### src/rtl/lltx_pkg.sv
// Package: shared types, constants and helpers of the LLDP transmit state machine.
`default_nettype none

package lltx_pkg;

    localparam int unsigned C_TIMER_W   = 16;
    localparam int unsigned C_HOLD_W    = 8;
    localparam int unsigned C_ADMIN_W   = 2;
    localparam int unsigned C_CFG_IDX_W = 8;
    localparam int unsigned C_CFG_DAT_W = 16;
    localparam int unsigned C_PROD_W    = C_TIMER_W + C_HOLD_W;

    // Advertised TTL ceiling.
    localparam logic [C_TIMER_W-1:0] C_TTL_MAX = 16'hFFFF;

    // Register reset values.
    localparam logic [C_TIMER_W-1:0] C_RST_REFRESH = 16'd5;
    localparam logic [C_HOLD_W-1:0]  C_RST_HOLD    = 8'd4;
    localparam logic [C_TIMER_W-1:0] C_RST_DELAY   = 16'd2;
    localparam logic [C_TIMER_W-1:0] C_RST_REINIT  = 16'd2;

    // Configuration register indexes.
    localparam logic [C_CFG_IDX_W-1:0] C_REG_REFRESH = 8'd0;
    localparam logic [C_CFG_IDX_W-1:0] C_REG_HOLD    = 8'd1;
    localparam logic [C_CFG_IDX_W-1:0] C_REG_DELAY   = 8'd2;
    localparam logic [C_CFG_IDX_W-1:0] C_REG_REINIT  = 8'd3;

    // Admin status codes.
    localparam logic [C_ADMIN_W-1:0] C_ADMIN_DISABLED = 2'd0;
    localparam logic [C_ADMIN_W-1:0] C_ADMIN_RX_ONLY  = 2'd1;
    localparam logic [C_ADMIN_W-1:0] C_ADMIN_TX_ONLY  = 2'd2;
    localparam logic [C_ADMIN_W-1:0] C_ADMIN_RX_TX    = 2'd3;

    typedef enum logic [1:0] {
        ST_INIT = 2'd0,
        ST_IDLE = 2'd1,
        ST_SHUT = 2'd2,
        ST_INFO = 2'd3
    } t_tx_state;

    typedef struct packed {
        logic [C_TIMER_W-1:0] refresh_interval;
        logic [C_HOLD_W-1:0]  hold_multiplier;
        logic [C_TIMER_W-1:0] min_tx_delay;
        logic [C_TIMER_W-1:0] reinit_hold;
        logic [C_TIMER_W-1:0] ttl_limit;
    } t_cfg;

    typedef struct packed {
        logic [1:0]           fsm_state;
        logic                 send_info;
        logic                 send_shutdown;
        logic [C_TIMER_W-1:0] ttl_value;
    } t_result;

    function automatic logic [C_TIMER_W-1:0] f_dec_sat(input logic [C_TIMER_W-1:0] t);
        return (t != '0) ? (t - {{(C_TIMER_W-1){1'b0}}, 1'b1}) : '0;
    endfunction

endpackage

`default_nettype wire

### src/rtl/lltx_intf.sv
// Interfaces: tick request, result request and configuration write channels.
`default_nettype none

interface lltx_tick_if;
    logic       valid;
    logic       ready;
    logic [1:0] admin_status;
    logic       local_change;

    modport source (output valid, output admin_status, output local_change, input ready);
    modport sink   (input valid, input admin_status, input local_change, output ready);
endinterface

interface lltx_result_if;
    logic        valid;
    logic        ready;
    logic [1:0]  fsm_state_out;
    logic        send_info;
    logic        send_shutdown;
    logic [15:0] ttl_value;

    modport source (output valid, output fsm_state_out, output send_info,
                    output send_shutdown, output ttl_value, input ready);
    modport sink   (input valid, input fsm_state_out, input send_info,
                    input send_shutdown, input ttl_value, output ready);
endinterface

interface lltx_cfg_if;
    logic        valid;
    logic        ready;
    logic [7:0]  index;
    logic [15:0] data;

    modport source (output valid, output index, output data, input ready);
    modport sink   (input valid, input index, input data, output ready);
endinterface

`default_nettype wire

### src/rtl/lltx_cfg_regs.sv
// Configuration registers and the capped TTL product derived from them.
`default_nettype none

module lltx_cfg_regs (
    input  wire logic                             i_clk,
    input  wire logic                             i_rst_n,
    input  wire logic                             i_wr_en,
    input  wire logic [lltx_pkg::C_CFG_IDX_W-1:0] i_wr_index,
    input  wire logic [lltx_pkg::C_CFG_DAT_W-1:0] i_wr_data,
    output      lltx_pkg::t_cfg                   o_cfg
);
    import lltx_pkg::*;

    logic [C_TIMER_W-1:0] r_refresh;
    logic [C_HOLD_W-1:0]  r_hold;
    logic [C_TIMER_W-1:0] r_delay;
    logic [C_TIMER_W-1:0] r_reinit;
    logic [C_PROD_W-1:0]  w_prod;
    logic [C_PROD_W-1:0]  w_ttl_max_ext;

    always_ff @(posedge i_clk) begin
        if (!i_rst_n) begin
            r_refresh <= C_RST_REFRESH;
            r_hold    <= C_RST_HOLD;
            r_delay   <= C_RST_DELAY;
            r_reinit  <= C_RST_REINIT;
        end else if (i_wr_en) begin
            case (i_wr_index)
                C_REG_REFRESH: r_refresh <= i_wr_data[C_TIMER_W-1:0];
                C_REG_HOLD:    r_hold    <= i_wr_data[C_HOLD_W-1:0];
                C_REG_DELAY:   r_delay   <= i_wr_data[C_TIMER_W-1:0];
                C_REG_REINIT:  r_reinit  <= i_wr_data[C_TIMER_W-1:0];
                default: ;
            endcase
        end
    end

    // Saturate interval times hold at the TTL ceiling.
    assign w_prod        = {{C_HOLD_W{1'b0}}, r_refresh} * {{C_TIMER_W{1'b0}}, r_hold};
    assign w_ttl_max_ext = {{C_HOLD_W{1'b0}}, C_TTL_MAX};

    always_comb begin
        o_cfg.refresh_interval = r_refresh;
        o_cfg.hold_multiplier  = r_hold;
        o_cfg.min_tx_delay     = r_delay;
        o_cfg.reinit_hold      = r_reinit;
        o_cfg.ttl_limit        = (w_prod < w_ttl_max_ext) ? w_prod[C_TIMER_W-1:0] : C_TTL_MAX;
    end

endmodule

`default_nettype wire

### src/rtl/lltx_core.sv
// Transmit state machine, change latch, down-counters and latched TTL.
`default_nettype none

module lltx_core (
    input  wire logic                           i_clk,
    input  wire logic                           i_rst_n,
    input  wire logic                           i_step,
    input  wire logic [lltx_pkg::C_ADMIN_W-1:0] i_admin_status,
    input  wire logic                           i_local_change,
    input  wire lltx_pkg::t_cfg                 i_cfg,
    output      lltx_pkg::t_result              o_result
);
    import lltx_pkg::*;

    t_tx_state            r_state, n_state;
    logic [C_TIMER_W-1:0] r_refresh, n_refresh;
    logic [C_TIMER_W-1:0] r_delay, n_delay;
    logic [C_TIMER_W-1:0] r_shut, n_shut;
    logic                 r_latch, n_latch;
    logic [C_TIMER_W-1:0] r_ttl, n_ttl;

    logic w_tx_on;
    logic w_latch_in;
    logic w_enter_idle;
    logic w_enter_shut;
    logic w_enter_info;

    assign w_tx_on    = (i_admin_status == C_ADMIN_TX_ONLY) || (i_admin_status == C_ADMIN_RX_TX);
    assign w_latch_in = r_latch | i_local_change;

    // Next state.
    always_comb begin
        n_state = r_state;
        case (r_state)
            ST_INIT: begin
                if (w_tx_on) n_state = ST_IDLE;
            end
            ST_IDLE: begin
                if (!w_tx_on) begin
                    n_state = ST_SHUT;
                end else if ((r_delay == '0) && ((r_refresh == '0) || w_latch_in)) begin
                    n_state = ST_INFO;
                end
            end
            ST_SHUT: begin
                if (r_shut == '0) n_state = ST_INIT;
            end
            ST_INFO: n_state = ST_IDLE;
            default: n_state = ST_INIT;
        endcase
    end

    // Actions and counter updates.
    always_comb begin
        w_enter_idle = ((r_state == ST_INIT) && w_tx_on) || (r_state == ST_INFO);
        w_enter_shut = (r_state == ST_IDLE) && (n_state == ST_SHUT);
        w_enter_info = (r_state == ST_IDLE) && (n_state == ST_INFO);

        n_refresh = f_dec_sat(w_enter_idle ? i_cfg.refresh_interval : r_refresh);
        n_delay   = f_dec_sat(w_enter_idle ? i_cfg.min_tx_delay : r_delay);

        if (w_enter_shut) begin
            n_shut = f_dec_sat(i_cfg.reinit_hold);
        end else if (n_state == ST_INIT) begin
            n_shut = '0;
        end else begin
            n_shut = f_dec_sat(r_shut);
        end

        n_latch = (w_enter_idle || (n_state == ST_INIT)) ? 1'b0 : w_latch_in;
        n_ttl   = w_enter_idle ? i_cfg.ttl_limit : r_ttl;

        o_result.fsm_state     = n_state;
        o_result.send_info     = w_enter_info;
        o_result.send_shutdown = w_enter_shut;
        o_result.ttl_value     = n_ttl;
    end

    always_ff @(posedge i_clk) begin
        if (!i_rst_n) begin
            r_state   <= ST_INIT;
            r_refresh <= '0;
            r_delay   <= '0;
            r_shut    <= '0;
            r_latch   <= 1'b0;
            r_ttl     <= '0;
        end else if (i_step) begin
            r_state   <= n_state;
            r_refresh <= n_refresh;
            r_delay   <= n_delay;
            r_shut    <= n_shut;
            r_latch   <= n_latch;
            r_ttl     <= n_ttl;
        end
    end

endmodule

`default_nettype wire

### src/rtl/lldp_transmit_fsm.sv
// Top level: LLDP transmit state machine with input and result registers.
//
//  channel   dir  modport  payload                                          request
//  i_tick    in   sink     admin_status[1:0], local_change                  one timer tick
//  o_result  out  source   fsm_state_out[1:0], send_info, send_shutdown,
//                          ttl_value[15:0]                                  one per tick
//  i_cfg     in   sink     index[7:0], data[15:0]                           register write
//
// Every tick request yields exactly one result request. A tick waits in the input
// register; the state update runs between that register and the result register,
// so the result is loaded as its tick leaves the input register. One tick is taken
// per cycle while the result side keeps up. The state machine and its counters
// advance only when the result register can take a new value.
// Synchronous active-low reset clears state, counters and both valid flags and
// loads the register defaults. Configuration writes are always accepted.
`default_nettype none

module lldp_transmit_fsm (
    input  wire logic    i_clk,
    input  wire logic    i_rst_n,
    lltx_tick_if.sink    i_tick,
    lltx_result_if.source o_result,
    lltx_cfg_if.sink     i_cfg
);
    import lltx_pkg::*;

    // Input register.
    logic                 r_in_valid;
    logic [C_ADMIN_W-1:0] r_in_admin;
    logic                 r_in_change;

    // Result register.
    logic    r_out_valid;
    t_result r_out;

    logic    w_step;
    logic    w_in_take;
    t_cfg    w_cfg;
    t_result w_core_result;

    // Advance the held tick when the result register is empty or being drained.
    assign w_step       = r_in_valid && (!r_out_valid || o_result.ready);
    assign i_tick.ready = !r_in_valid || w_step;
    assign w_in_take    = i_tick.valid && i_tick.ready;
    assign i_cfg.ready  = 1'b1;

    always_ff @(posedge i_clk) begin
        if (!i_rst_n) begin
            r_in_valid <= 1'b0;
        end else if (i_tick.ready) begin
            r_in_valid <= i_tick.valid;
        end
    end

    // Payload needs no reset; capture only on a taken request.
    always_ff @(posedge i_clk) begin
        if (w_in_take) begin
            r_in_admin  <= i_tick.admin_status;
            r_in_change <= i_tick.local_change;
        end
    end

    lltx_cfg_regs u_cfg_regs (
        .i_clk      (i_clk),
        .i_rst_n    (i_rst_n),
        .i_wr_en    (i_cfg.valid && i_cfg.ready),
        .i_wr_index (i_cfg.index),
        .i_wr_data  (i_cfg.data),
        .o_cfg      (w_cfg)
    );

    lltx_core u_core (
        .i_clk          (i_clk),
        .i_rst_n        (i_rst_n),
        .i_step         (w_step),
        .i_admin_status (r_in_admin),
        .i_local_change (r_in_change),
        .i_cfg          (w_cfg),
        .o_result       (w_core_result)
    );

    // Hold the result until the sink takes it; load a new one on each step.
    always_ff @(posedge i_clk) begin
        if (!i_rst_n) begin
            r_out_valid <= 1'b0;
        end else if (w_step) begin
            r_out_valid <= 1'b1;
        end else if (o_result.ready) begin
            r_out_valid <= 1'b0;
        end
    end

    always_ff @(posedge i_clk) begin
        if (w_step) begin
            r_out <= w_core_result;
        end
    end

    assign o_result.valid         = r_out_valid;
    assign o_result.fsm_state_out = r_out.fsm_state;
    assign o_result.send_info     = r_out.send_info;
    assign o_result.send_shutdown = r_out.send_shutdown;
    assign o_result.ttl_value     = r_out.ttl_value;

endmodule

`default_nettype wire

### src/flat_wrapper.sv
// flat-port wrapper written by rule: the top's interface ports become plain ports
module lldp_transmit_fsm_flat import lltx_pkg::*;
  (i_clk, i_rst_n, i_tick_valid, i_tick_admin_status, i_tick_local_change, i_tick_ready, o_result_valid, o_result_fsm_state_out, o_result_send_info, o_result_send_shutdown, o_result_ttl_value, o_result_ready, i_cfg_valid, i_cfg_index, i_cfg_data, i_cfg_ready);
  lltx_tick_if i_tick_i ();
  lltx_result_if o_result_i ();
  lltx_cfg_if i_cfg_i ();
  input  wire logic i_clk;
  input  wire logic i_rst_n;
  input wire logic [$bits(i_tick_i.valid)-1:0] i_tick_valid;
  input wire logic [$bits(i_tick_i.admin_status)-1:0] i_tick_admin_status;
  input wire logic [$bits(i_tick_i.local_change)-1:0] i_tick_local_change;
  output wire logic [$bits(i_tick_i.ready)-1:0] i_tick_ready;
  output wire logic [$bits(o_result_i.valid)-1:0] o_result_valid;
  output wire logic [$bits(o_result_i.fsm_state_out)-1:0] o_result_fsm_state_out;
  output wire logic [$bits(o_result_i.send_info)-1:0] o_result_send_info;
  output wire logic [$bits(o_result_i.send_shutdown)-1:0] o_result_send_shutdown;
  output wire logic [$bits(o_result_i.ttl_value)-1:0] o_result_ttl_value;
  input wire logic [$bits(o_result_i.ready)-1:0] o_result_ready;
  input wire logic [$bits(i_cfg_i.valid)-1:0] i_cfg_valid;
  input wire logic [$bits(i_cfg_i.index)-1:0] i_cfg_index;
  input wire logic [$bits(i_cfg_i.data)-1:0] i_cfg_data;
  output wire logic [$bits(i_cfg_i.ready)-1:0] i_cfg_ready;
  assign i_tick_i.valid = i_tick_valid;
  assign i_tick_i.admin_status = i_tick_admin_status;
  assign i_tick_i.local_change = i_tick_local_change;
  assign i_tick_ready = i_tick_i.ready;
  assign o_result_valid = o_result_i.valid;
  assign o_result_fsm_state_out = o_result_i.fsm_state_out;
  assign o_result_send_info = o_result_i.send_info;
  assign o_result_send_shutdown = o_result_i.send_shutdown;
  assign o_result_ttl_value = o_result_i.ttl_value;
  assign o_result_i.ready = o_result_ready;
  assign i_cfg_i.valid = i_cfg_valid;
  assign i_cfg_i.index = i_cfg_index;
  assign i_cfg_i.data = i_cfg_data;
  assign i_cfg_ready = i_cfg_i.ready;
  lldp_transmit_fsm u_core (.i_clk(i_clk), .i_rst_n(i_rst_n), .i_tick(i_tick_i), .o_result(o_result_i), .i_cfg(i_cfg_i));
endmodule
### config.mk
export PLATFORM = sky130hd
export DESIGN_NAME = lldp_transmit_fsm_flat
export DESIGN_NICKNAME = d
export VERILOG_FILES = /design/src/rtl/lltx_pkg.sv /design/src/rtl/lltx_intf.sv /design/src/rtl/lltx_cfg_regs.sv /design/src/rtl/lltx_core.sv /design/src/rtl/lldp_transmit_fsm.sv /design/src/flat_wrapper.sv
export SDC_FILE = /design/constraint.sdc
export NUM_CORES = 1
export LEC_CHECK = 0
export BUFFER_PORTS_ARGS = -buffer_cell sky130_fd_sc_hd__buf_2
export CORE_MARGIN = 3
export CORE_UTILIZATION = 45
export DETAILED_ROUTE_END_ITERATION = 8
export PLACE_DENSITY = 0.63
export SLEW_MARGIN = 15
export SYNTH_ARGS = -nofsm -noshare
export SYNTH_HDL_FRONTEND = slang
export SYNTH_HIERARCHICAL = 1
export SYNTH_SLANG_ARGS = --single-unit
export TNS_END_PERCENT = 100
### constraint.sdc
create_clock -name i_clk -period 11.4 [get_ports i_clk]
set_input_delay 1.71 -clock i_clk [delete_from_list [all_inputs] [get_ports i_clk]]
set_output_delay 1.71 -clock i_clk [all_outputs]
set_load 0.03 [all_outputs]
# == Yosys cells after proc, flatten, opt, wreduce, memory -nomap -nowiden ==
# Index checks and enable logic that the tools add are counted.
# classes
eq_ne,10
n_reduce_logical,29
n_mux,18
add_sub_neg,4
multipliers,1
order_cmp,1
bitwise_logic,1
# ops
cell,count
16-bit 2-to-1 mux,10
16-bit nonzero test,4
16-bit by 1-bit subtractor with 16-bit output (second input constant),4
16-bit logical NOT,3
24-bit by 16-bit < comparator with 1-bit output (second input constant),1
16-bit by 8-bit multiplier with 24-bit output,1
8-bit by 2-bit == test with 1-bit output (second input constant),2
2-bit == test (second input constant),6
8-bit by 1-bit == test with 1-bit output (second input constant),1
8-bit logical NOT,1
2-bit 2-to-1 mux,4
2-bit case mux with 4 select lines,1
2-bit AND reduction,4
1-bit logical AND,6
1-bit logical OR,6
2-bit logical NOT,2
1-bit 2-to-1 mux,3
2-bit by 1-bit == test with 1-bit output (second input constant),1
1-bit logical NOT,2
2-bit nonzero test,1
1-bit OR,1
# word_totals
input_bits,32
wordCells,82
out_inout_bits,23
regBits,148

# == Longest topological paths before layout ==
# logic_depth
word_depth,9
ltp_mapped,23
ltp_nobuf,20

# == Modules after synthesis ==
# The synthesis kept the hierarchy.
# modules_own_cells
module,cells_each,n_inst,area_each_um2,seq_area_each_um2
lltx_cfg_regs,708,1,6517.5,1121.1
lltx_core,509,1,4401.7,1341.3
lldp_transmit_fsm,34,1,805.8,730.7

# == Worst setup path after synthesis ==
# OpenSTA, ideal clock, no wires.
# synth_timing
path_kind,register to register
startpoint,reg u_core.u_cfg_regs.r_hold[4]
endpoint,reg u_core.u_core.r_ttl[10]
synth_period_minus_slack_ns,5.385
setup_ns,0.117
path_slack_ns,6.015
path_buffers,1
t_arrival_ns,5.269
stages_incl_launch_ff,21
cell_sequence,dfxtp_1 -> clkbuf_1 -> nand2_1 -> fa_1 -> inv_1 -> fa_1 -> fa_1 -> inv_1 -> fa_1 -> inv_1 -> ha_1 -> a21oi_1 -> o221ai_2 -> a21oi_1 -> a21oi_2 -> mux2i_1 -> nor4_4 -> or4b_1 -> mux2_2 -> mux2i_1 -> nor2b_1
# synth_lines
item,line,rtl
from (decl),lltx_cfg_regs.sv:15,logic [C_HOLD_W-1:0] r_hold;
from (signal assigned),lltx_cfg_regs.sv:30,C_REG_HOLD: r_hold <= i_wr_data[C_HOLD_W-1:0];
to (signal assigned),lltx_core.sv:93,r_ttl <= n_ttl;
to (decl),lltx_core.sv:20,"logic [C_TIMER_W-1:0] r_ttl, n_ttl;"

==> summary.txt <==
Worst setup path
  • CP Launch Type: flip-flop
  • CP Cell Sequence: nand2_1 -> fa_1 -> inv_1 -> fa_1 -> fa_1 -> inv_1 -> fa_1 -> inv_1 -> ha_1 -> a21oi_1 -> o221ai_2 -> a21oi_1 -> a211o_1 -> nand4_1 -> nor4_4 -> or4b_1 -> mux2_2 -> mux2i_1 -> nor2b_1
  • Arrival @ worst endpoint: approximately 6700 ps
  • Crit-path max cell delay: 730 ps
  • CP Depth: 19
  • Cell family with most CP delay: adder cells
  • Slowest cell on crit path: dfxtp_1
  • Worst path bufs/invs: 3
  • Setup crit end kind: flip-flop
  • Crit-path max FO: 17
  • Req. time, crit path: 11700 ps
  • Top cell by count, worst path: fa_1
  • R2R cell count: 19
  • Crit Path Class: reg -> reg

Routing
  • WL/cell: between 15 and 20 um
  • Detailed router's first-iteration violation count: 562
  • Vias: 8688
  • DRT Wirelength: approximately 26 mm
  • Drc violations: 0
  • Vias/cell: roughly 5.4
  • DR pass1 iterations: 6
  • DRT antenna net count: 0

Synthesis
  • Avg Cell Area, Syn: 9.36 um2
  • Post-Synthesis Cells: 1250
  • Post-Syn Nets: 1415
  • Synthesis Warnings: 6
  • Post-Syn Area: roughly 12000 um2

Layout
  • NumNets Final: 1430
  • Layout cell share with drive strength beyond 1: 0.103
  • Synthesis-to-layout area growth: 8.95%
  • Fillers: 2350
  • Final Cell Area: 12700 um2

Timing
  • RSZ-0062 raised after global routing: false
  • Relative slew slack: 0.244
  • Slew @ Worst Pin: 1130 ps
  • Clock Skews: 14.3 ps
  • Final worst setup slack: 5030 ps
  • Final Hold Fails: 0
  • Final hold slack: 461 ps
  • Setup violators final: 0
  • Fin. max-slew vios: 0
  • Setup TNS: 0 ps
  • Period minus WS final: 6370 ps
  • Max Clock Freq: 157 MHz
  • Crit share post-route: 0.558

CTS
  • Clock transition at path regs: around 70 ps
  • Total CTS buffers: 17
  • Root buffer cell: clkbuf_16
  • Clock sinks: ~150
  • Clk_lat worst skew: 420 ps
  • Clock Tree Buf Depth: 2
  • H-tree Lvls: 4
  • Post-CTS Resized: 0
  • Hold Buf Count CTS: 0
  • CTS tree: built
  • Post-CTS setup repair buffer count: 0

Die
  • Die height: 167 um
  • Initial core utilization: 0.462
  • I/O Pins: 55
  • Die W: around 170 um
  • Site Rows: 58
  • Die area: about 28000 um2
  • Core area: 25300 um2

Power and ir drop
  • Peak supply drop: 0.0963 mV
  • P per Cell Area: 109 nW/um2
  • Lkg Pwr: roughly 6 nW

Placement
  • Post-Place Worst Slack: 5020 ps
  • Port Buffer Count: 52
  • DP HPWL: about 19 mm
  • Placed cell area: 12100 um2
  • Final GP Congestion: ~0.82

Global route
  • Initial antenna violation count: 1
  • Grt ovf: 0
  • Vias in the first global route: between 8000 and 9000
  • First-pass GRT wire length: between 40 and 50 mm
  • Global-route usage over all layers: 0.190
  • Largest net degree at the start of global routing: 82

Run status
  • Status: completed

Worst hold path
  • Worst Hold Depth: 2
  • Worst Hold Class: reg -> reg

Flow run
  • Max_cap viols: 0
-- through the flow --
stage           util  cells  total power [mW]
4_1_cts        0.503   1608              1.40
3_5_place_dp   0.479   1576             0.811
3_3_place_gp   0.479   1576             0.810
6_report       0.503   1609              1.39
5_1_grt        0.503   1608              1.45
2_1_floorplan      -   1250             0.760
-- routing by layer --
metal | up-vias | global-route usage | part of all wire
met4 | 0 | 0.0395 | 0.0066
met1 | 4217 | 0.287 | 0.51
met2 | 177 | 0.294 | 0.44
li1 | 4279 | - | -
met3 | 15 | 0.0210 | 0.040
met5 | - | 0 | 0
-- power by group --
group          switching, mW  leakage, nW  internal [mW]
Clock                  0.232        0.300          0.353
Sequential            0.0173         1.23          0.546
Combinational          0.144         4.30         0.0972
-- cell usage in the layout (no fill, tap or decap), types with 6 or more instances in the layout --
| cell type | instances |
|---|---|
| a21boi_0 | 9 |
| a21o_1 | 6 |
| a21oi_1 | 25 |
| a22o_1 | 20 |
| a22oi_1 | 8 |
| and2_1 | 111 |
| and3_1 | 8 |
| buf_2 | 52 |
| clkbuf_16 | 19 |
| dfxtp_1 | 125 |
| edfxtp_1 | 22 |
| fa_1 | 84 |
| ha_1 | 49 |
| inv_1 | 124 |
| mux2_2 | 18 |
| mux2i_1 | 101 |
| nand2_1 | 81 |
| nand2b_1 | 8 |
| nand3_1 | 24 |
| nand4_1 | 16 |
| nand4b_1 | 11 |
| nor2_1 | 39 |
| nor2b_1 | 77 |
| nor3_1 | 18 |
| nor4_1 | 13 |
| o21ai_0 | 33 |
| o22ai_1 | 12 |
| or4b_1 | 8 |
| xnor2_1 | 29 |
| xor2_1 | 24 |
-- flip-flops by register name (all words and copies together), names as in the netlist, 2 cells and up --
name and flops:
u_core/u_core/r_delay 16, u_core/u_core/r_state 2, u_core/u_core/r_shut 16, u_core/u_cfg_regs/r_reinit 16
u_core/o_result.ttl_value 16, u_core/u_cfg_regs/r_hold 8, u_core/u_cfg_regs/r_refresh 16, u_core/o_result.fsm_state_out 2
u_core/u_core/r_refresh 16, u_core/u_core/r_ttl 16, u_core/u_cfg_regs/r_delay 16
-- worst min-delay path, stage by stage, from the launching register on --
cell,delay [ps]
dfxtp_1,310
nand3_1,60
nand2_1,40
-- cell type report --
type / count / area, um2 / share of cell area
repair buffers: 57 / 298 / 0.0234
well taps: 330 / 413 / 0.0324
clock buffers: 20 / 479 / 0.0376
diodes: 1 / 2.50 / 0.000196
inverters: 124 / 465 / 0.0365
flip-flops and latches: 147 / 3160 / 0.248
clock inverters: 12 / 140 / 0.0110
multi-input cells: 918 / 7780 / 0.611
-- final timing paths --
check / slack, ps / endpoint / start
setup reg to reg: 5030 / u_core/u_core/r_ttl[1] / u_core/u_cfg_regs/r_hold[4]
hold / removal: 460 / u_core/u_core/r_shut[14] / u_core/u_core/r_shut[14]
setup / recovery: 5030 / u_core/u_core/r_ttl[1] / u_core/u_cfg_regs/r_hold[4]
hold reg to reg: 460 / u_core/u_core/r_shut[14] / u_core/u_core/r_shut[14]
(Power assumes the default switching activity.)
